`config.mk`:
```
export PLATFORM = sky130hd
export DESIGN_NAME = cap_div
export DESIGN_NICKNAME = d
export VERILOG_FILES = /design/src/rtl/cascaded_attitude_pid_macros.svh /design/src/rtl/cap_div.sv
export SDC_FILE = /design/constraint.sdc
export NUM_CORES = 1
export LEC_CHECK = 0
export BUFFER_PORTS_ARGS = -buffer_cell sky130_fd_sc_hd__clkbuf_2
export CAP_MARGIN = 20
export CORE_MARGIN = 2
export CORE_UTILIZATION = 40
export DETAILED_ROUTE_END_ITERATION = 8
export GPL_TIMING_DRIVEN = 0
export PLACE_DENSITY = 0.72
export RECOVER_POWER = 25
export SYNTH_ARGS = -nofsm -noshare
export SYNTH_HDL_FRONTEND = slang
export SYNTH_SLANG_ARGS = --single-unit
```
`constraint.sdc`:
```
create_clock -name clk -period 3.7 [get_ports clk]
set_input_delay 0.555 -clock clk [delete_from_list [all_inputs] [get_ports clk]]
set_output_delay 0.555 -clock clk [all_outputs]
set_load 0.005 [all_outputs]
```
`src/rtl/cascaded_attitude_pid_macros.svh`:
```
// Assertion macros for the attitude controller.
`ifndef CASCADED_ATTITUDE_PID_MACROS_SVH
`define CASCADED_ATTITUDE_PID_MACROS_SVH
`ifndef SYNTH
`define CAP_ASSERT_IMPL(lbl, ante, cons) \
    lbl: assert property (@(posedge clk) disable iff (!rst_n) (ante) |-> (cons)) \
        else $error("assertion failed");
`define CAP_ASSERT_NEXT(lbl, ante, cons) \
    lbl: assert property (@(posedge clk) disable iff (!rst_n) (ante) |=> (cons)) \
        else $error("assertion failed");
`else
`define CAP_ASSERT_IMPL(lbl, ante, cons)
`define CAP_ASSERT_NEXT(lbl, ante, cons)
`endif
`endif

```
`src/rtl/cap_div.sv`:
```
module cap_div #(
    parameter int NUM_W = 62,
    parameter int DEN_W = 32
) (
    input  logic             clk,
    input  logic             rst_n,
    input  logic             start,
    input  logic [NUM_W-1:0] num,
    input  logic [DEN_W-1:0] den,
    output logic             done,
    output logic [NUM_W-1:0] quo
);
    localparam int CNT_W = $clog2(NUM_W);

    logic             busy_reg;
    logic             done_reg;
    logic [CNT_W-1:0] cnt_reg;
    logic [DEN_W-1:0] rem_reg;
    logic [NUM_W-1:0] quo_reg;
    logic [DEN_W-1:0] den_reg;
    logic [DEN_W:0]   trial;
    logic             fits;

    assign trial = {rem_reg, quo_reg[NUM_W-1]};
    assign fits  = trial >= {1'b0, den_reg};

    always_ff @(posedge clk or negedge rst_n)
    begin
        if (!rst_n)
        begin
            busy_reg <= 1'b0;
            done_reg <= 1'b0;
            cnt_reg  <= '0;
        end
        else
        begin
            done_reg <= 1'b0;
            if (start)
            begin
                busy_reg <= 1'b1;
                cnt_reg  <= '0;
            end
            else if (busy_reg)
            begin
                cnt_reg <= cnt_reg + 1'b1;
                if (cnt_reg == CNT_W'(NUM_W - 1))
                begin
                    busy_reg <= 1'b0;
                    done_reg <= 1'b1;
                end
            end
        end
    end

    always_ff @(posedge clk)
    begin
        if (start)
        begin
            rem_reg <= '0;
            quo_reg <= num;
            den_reg <= den;
        end
        else if (busy_reg)
        begin
            rem_reg <= fits ? DEN_W'(trial - {1'b0, den_reg}) : trial[DEN_W-1:0];
            quo_reg <= {quo_reg[NUM_W-2:0], fits};
        end
    end

    assign done = done_reg;
    assign quo  = quo_reg;
endmodule
```
## Yosys cells after proc, flatten, opt, wreduce, memory -nomap -nowiden

Cells that the tools add are included.
W data, S select, Z words.

- Register bits: 134
- Input port bits: 97
- Word-level logic and storage cells: 22

- $add $sub $neg: 2
- Order comparisons: 1
- Equality and inequality tests: 1
- Multiplexer cells: 11
- Reduce and logical (&&, ||, !) cells: 1

Operator list:

| operator | count |
|---|---|
| $mux W62 | 2 |
| $ge A33 B32 Y1 | 1 |
| $mux W32 | 1 |
| $sub A32 B32 Y32 | 1 |
| $mux W6 | 2 |
| $add A6 B1 Y6 const B | 1 |
| $eq A6 B6 Y1 const B | 1 |
| $mux W1 | 6 |
| $reduce_bool A2 Y1 | 1 |

## Depth between registers and ports, before layout

- Word-level depth: 4
- Gate-level depth with buffers: 13

## Worst setup path after synthesis

Ideal clock, no wire load.

- Path type: input-to-reg
- Start: input start
- End: register quo_reg[0], in the netlist quo[0] (enable)
- Setup time: 416 ps
- Data arrival time: 2332 ps
- Required time: 3284 ps
- Path slack: 952 ps
- Cell stages on the path: 5
- Cells stage by stage: clkbuf_1 > buf_6 > buf_6 > nor2_1 > inv_1

- Word-level cells in the longest chain between the ends: 1

RTL lines:

| what | line | RTL |
|---|---|---|
| start: declaration | cap_div.sv:7 | `input logic start,` |
| $reduce_bool A2 Y1 (no source line) | n/a |  |
| end signal: assignment | cap_div.sv:60 | `quo_reg <= num;` |
| end signal: assignment | cap_div.sv:66 | `quo_reg <= {quo_reg[NUM_W-2:0], fits};` |
| end: declaration | cap_div.sv:19 | `logic [NUM_W-1:0] quo_reg;` |

Every way passes these cells.
A chain may end at the register's enable or synchronous reset.

## Worst setup path after layout

- Start: register quo_reg[61], in the netlist quo[61]
- End: register rem_reg[26]

- Word-level cells in the longest chain between the ends: 2

RTL lines:

| what | line | RTL |
|---|---|---|
| $sub A32 B32 Y32 or $ge A33 B32 Y1 (tied branches) | cap_div.sv:65, cap_div.sv:25 |  |
| $mux W32 (*) | cap_div.sv:65 | `rem_reg <= fits ? DEN_W'(trial - {1'b0, den_reg}) : trial[DEN_W-1:0];` |
| end signal: assignment | cap_div.sv:65 |  |
| end: declaration | cap_div.sv:18 | `logic [DEN_W-1:0] rem_reg;` |

Every way passes the cells marked *; elsewhere a longest branch is shown, timed or not.

==> impl_results.md <==
* Crit path cell chain: inv_1 -> ha_1 -> fa_1 -> nor2b_1 -> o21bai_1 -> a21oi_1 -> o21ai_1 -> a21oi_1 -> a21boi_1 -> and2b_1 -> o311ai_1 -> a311oi_1
* Fraction of layout cells with a size suffix above 1 at 0.338
* Number of CTS-inserted buffers at 17
* Starting Density at 0.407
* CTS tree: done
* Count of final hold-check violations at 0
* FILL cells at 1622
* Worst Path Required at 4000 ps
* Setup-failing EPs final at 0
* Vias per inst at 5.20
* Worst-path clk slew at 70 ps
* Die ar. at 0.0194 sq mm
* Hold_sp: den[1]
* Reg2reg start: quo[61]
* Dpl ws at 446 ps
* Post-DP HPWL at 12800 um
* CTS root buf: clkbuf_16
* Crit. End Element: register
* Max stage delay on crit path at 450 ps
* Maximum fanout along the worst path at 3
* Site row count at 49
* Fmax at 342 MHz
* Cell area after synthesis at 0.00732 sq mm
* DR WL/cell at 16.4 um
* Vias in the first global route at 5663
* Hold Crit Class: in -> reg
* Setup WS post-layout at 773 ps
* Post-synth top flop: edfxtp_1
* DRT iter0 DRCs at 333
* End of the worst hold path: den_reg[1]
* Die Y at 139 um
* CP Buf/Inv Count at 1
* Final net count at 951
* Fin Hold WS at 301 ps
* Async SR Flop Fraction at 0.0597
* Total number of vias at 5512
* Post-layout util at 0.502
* Unrepaired setup endpoints after global routing: no
* Post-Route WL at 17400 um
* Critical path's top delay family: compound AO/OA/AOI/OAI gates
* Power Density at 668 mW/mm^2
* Register bit total from synthesis at 134
* First-pass GRT wire length at 27800 um
* Final period utilization at 0.791
* Relative slew margins at 0.393
* Critical path data arrival time at 3220 ps
* GRT overflow at 0
* Post-synthesis sequential area ratio at 0.501
* Synth warn at 0
* Worst setup path class: reg -> reg
* Tmin final at 2930 ps
* CTS resizes at 0
* Outcome: finished clean
* Clock Tree Buf Depth at 2
* Gpl congestion at 0.860
* Reg2reg end: rem_reg[26]
* Die width at 139 um
* Average size of a mapped cell at 11.5 sq um
* Initial antenna violation count at 0
* Slew @ Worst Pin at 911 ps
* Netlist cell types at 63
* Critical path launch point type: register
* MaxCap Viol Count at 0
* Final Slew Violations at 0
* Clock Skews at 11.6 ps
* CTS sink count at 134
* Largest net degree at the start of global routing at 46
* Pleak at 3.91 nW
* Layout area overhead at 23.1%
* Worst path slowest cell: edfxtp_1
* Cells after synthesis at 639
* R2r worst-path depth at 12
* Mapped Nets at 771
* # IOs at 160
* Port bufs at 159
* Top cell by count, worst path: a21oi_1
* DRC violations left at 0
* Largest register FFs at 62
* Post-synth EDFFs at 94
* WHS Path Cells at 1
* Peak supply drop at 0.369 mV
* Internal reg-to-reg setup slack at 770 ps
* Drt pass-1 iters at 5
* Core footprint at 0.0180 sq mm
* # H-tree levels at 4
* Overall global routing resource usage at 0.180
* Clock latency on the worst-skew pair at 430 ps
* DRT antenna net count at 0
* Inserted Diodes at 0
==> worst reg2reg max path: cells and delay by family, from the launching register on <==
kind / cells / cell delay (ps)
AOI/OAI and AO/OA: 7 / 1540
DFF: 1 / 450
adders and majority gates: 2 / 400
and+or+nand+nor: 2 / 310
buffers and inverters: 1 / 100
==> cell type report <==
| cell class | instances | area (sq um) | area share |
|---|---|---|---|
| buffer | 32 | 215 | 0.0239 |
| clock buffer | 17 | 425 | 0.0472 |
| clock inverter | 15 | 161 | 0.0179 |
| inverter | 40 | 150 | 0.0167 |
| multi-input combinational | 433 | 3290 | 0.365 |
| sequential | 134 | 3660 | 0.407 |
| tap | 229 | 287 | 0.0318 |
| timing repair buffer | 161 | 817 | 0.0907 |
==> cell usage in the layout (no fill, tap or decap), types with 3 or more instances in the layout <==
| master | instances |
|---|---|
| o2111ai_1 | 3 |
| o21ai_2 | 4 |
| nand3_1 | 11 |
| mux2_2 | 62 |
| and2_1 | 6 |
| clkbuf_16 | 17 |
| o21bai_1 | 10 |
| dfrtp_1 | 8 |
| xnor2_1 | 17 |
| clkinvlp_4 | 3 |
| buf_6 | 10 |
| o21ai_0 | 17 |
| edfxtp_1 | 94 |
| a211oi_1 | 26 |
| nand2_1 | 30 |
| nor3b_1 | 3 |
| nand4_1 | 4 |
| inv_1 | 39 |
| a311oi_1 | 6 |
| dfxtp_1 | 32 |
| clkbuf_2 | 152 |
| clkbuf_1 | 19 |
| nor2_1 | 57 |
| nand2b_1 | 4 |
| a31oi_1 | 7 |
| inv_6 | 4 |
| ha_1 | 34 |
| a21o_1 | 15 |
| inv_8 | 4 |
| o21a_1 | 5 |
| o21ai_1 | 3 |
| a21oi_1 | 32 |
| o311ai_1 | 3 |
| buf_1 | 3 |
| buf_2 | 5 |
| xor2_1 | 13 |
| mux2i_1 | 23 |
==> metrics by stage <==
stage	instance area (sq um)	setup TNS (ps)	power (W)	cells
floorplan	7320	0	0.00380	639
finish	9010	0	0.00602	1061
global route	9010	0	0.00639	1061
detailed placement	8420	0	0.00434	1028
global placement	8400	-39590	0.00431	1027
CTS	9020	0	0.00606	1061
==> power breakdown <==
group,switching (W),internal [W],leakage [nW]
clock,0.000742,0.000955,0.279
combinational,0.00118,0.00106,2.30
sequential,0.000182,0.00189,1.33
==> kinds of logic (layout without fill, tap and decap cells) <==
| group | after synthesis | in the layout | share of synthesized area |
|---|---|---|---|
| xor gates and xnor gates | 30 | 30 | 0.0359 |
| muxes | 85 | 85 | 0.127 |
| buffers and inverters | 72 | 265 | 0.0499 |
| and+or+nand+nor | 139 | 139 | 0.0921 |
| AOI/OAI and AO/OA | 144 | 144 | 0.134 |
| adders and majority gates | 35 | 35 | 0.0609 |
| DFF | 134 | 134 | 0.501 |
==> worst max path at each step <==
stage,start,to,depth (start not counted)
2_1_floorplan,start,quo[0],5
3_3_place_gp,start,quo[49],6
3_5_place_dp,start,quo[49],7
4_1_cts,den_reg[4],quo[0],11
5_1_grt,quo[61],rem_reg[26],12
6_report,quo[61],rem_reg[26],12
==> metal layers <==
metal | vias up | wire length [um] | track usage
li1 | 2712 | - | -
met1 | 2616 | 7360 | 0.217
met2 | 164 | 8220 | 0.294
met3 | 20 | 1460 | 0.0719
met4 | 0 | 308 | 0.0627
met5 | - | 0 | 0
==> Yosys cell counts (all sizes together), types with 2 or more instances <==
master / count / area share
a211oi: 27 / 0.028
a21boi: 2 / 0.0021
a21o: 17 / 0.018
a21oi: 32 / 0.022
a311oi: 6 / 0.0072
a31oi: 7 / 0.0060
and2: 7 / 0.0063
and3: 4 / 0.0038
buf: 18 / 0.021
clkbuf: 14 / 0.0085
dfrtp: 8 / 0.027
dfxtp: 32 / 0.088
edfxtp: 94 / 0.39
ha: 34 / 0.058
inv: 40 / 0.021
mux2: 62 / 0.095
mux2i: 23 / 0.031
nand2: 32 / 0.017
nand2b: 4 / 0.0034
nand3: 11 / 0.0075
nand4: 5 / 0.0051
nand4b: 2 / 0.0024
nor2: 57 / 0.029
nor3b: 3 / 0.0031
nor4: 3 / 0.0034
o2111ai: 3 / 0.0036
o211ai: 2 / 0.0021
o21a: 5 / 0.0051
o21ai: 24 / 0.018
o21bai: 10 / 0.010
o311ai: 4 / 0.0048
or2: 2 / 0.0017
or3: 2 / 0.0017
xnor2: 17 / 0.020
xor2: 13 / 0.016
==> repair_timing <==
item / 4_1_cts / 5_1_grt
hold buffers: 1 / 0
buffers inserted: 0 / 0
endpoints found under the hold margin: 8 / 0
Note: power is estimated with default switching activity, not from simulation.
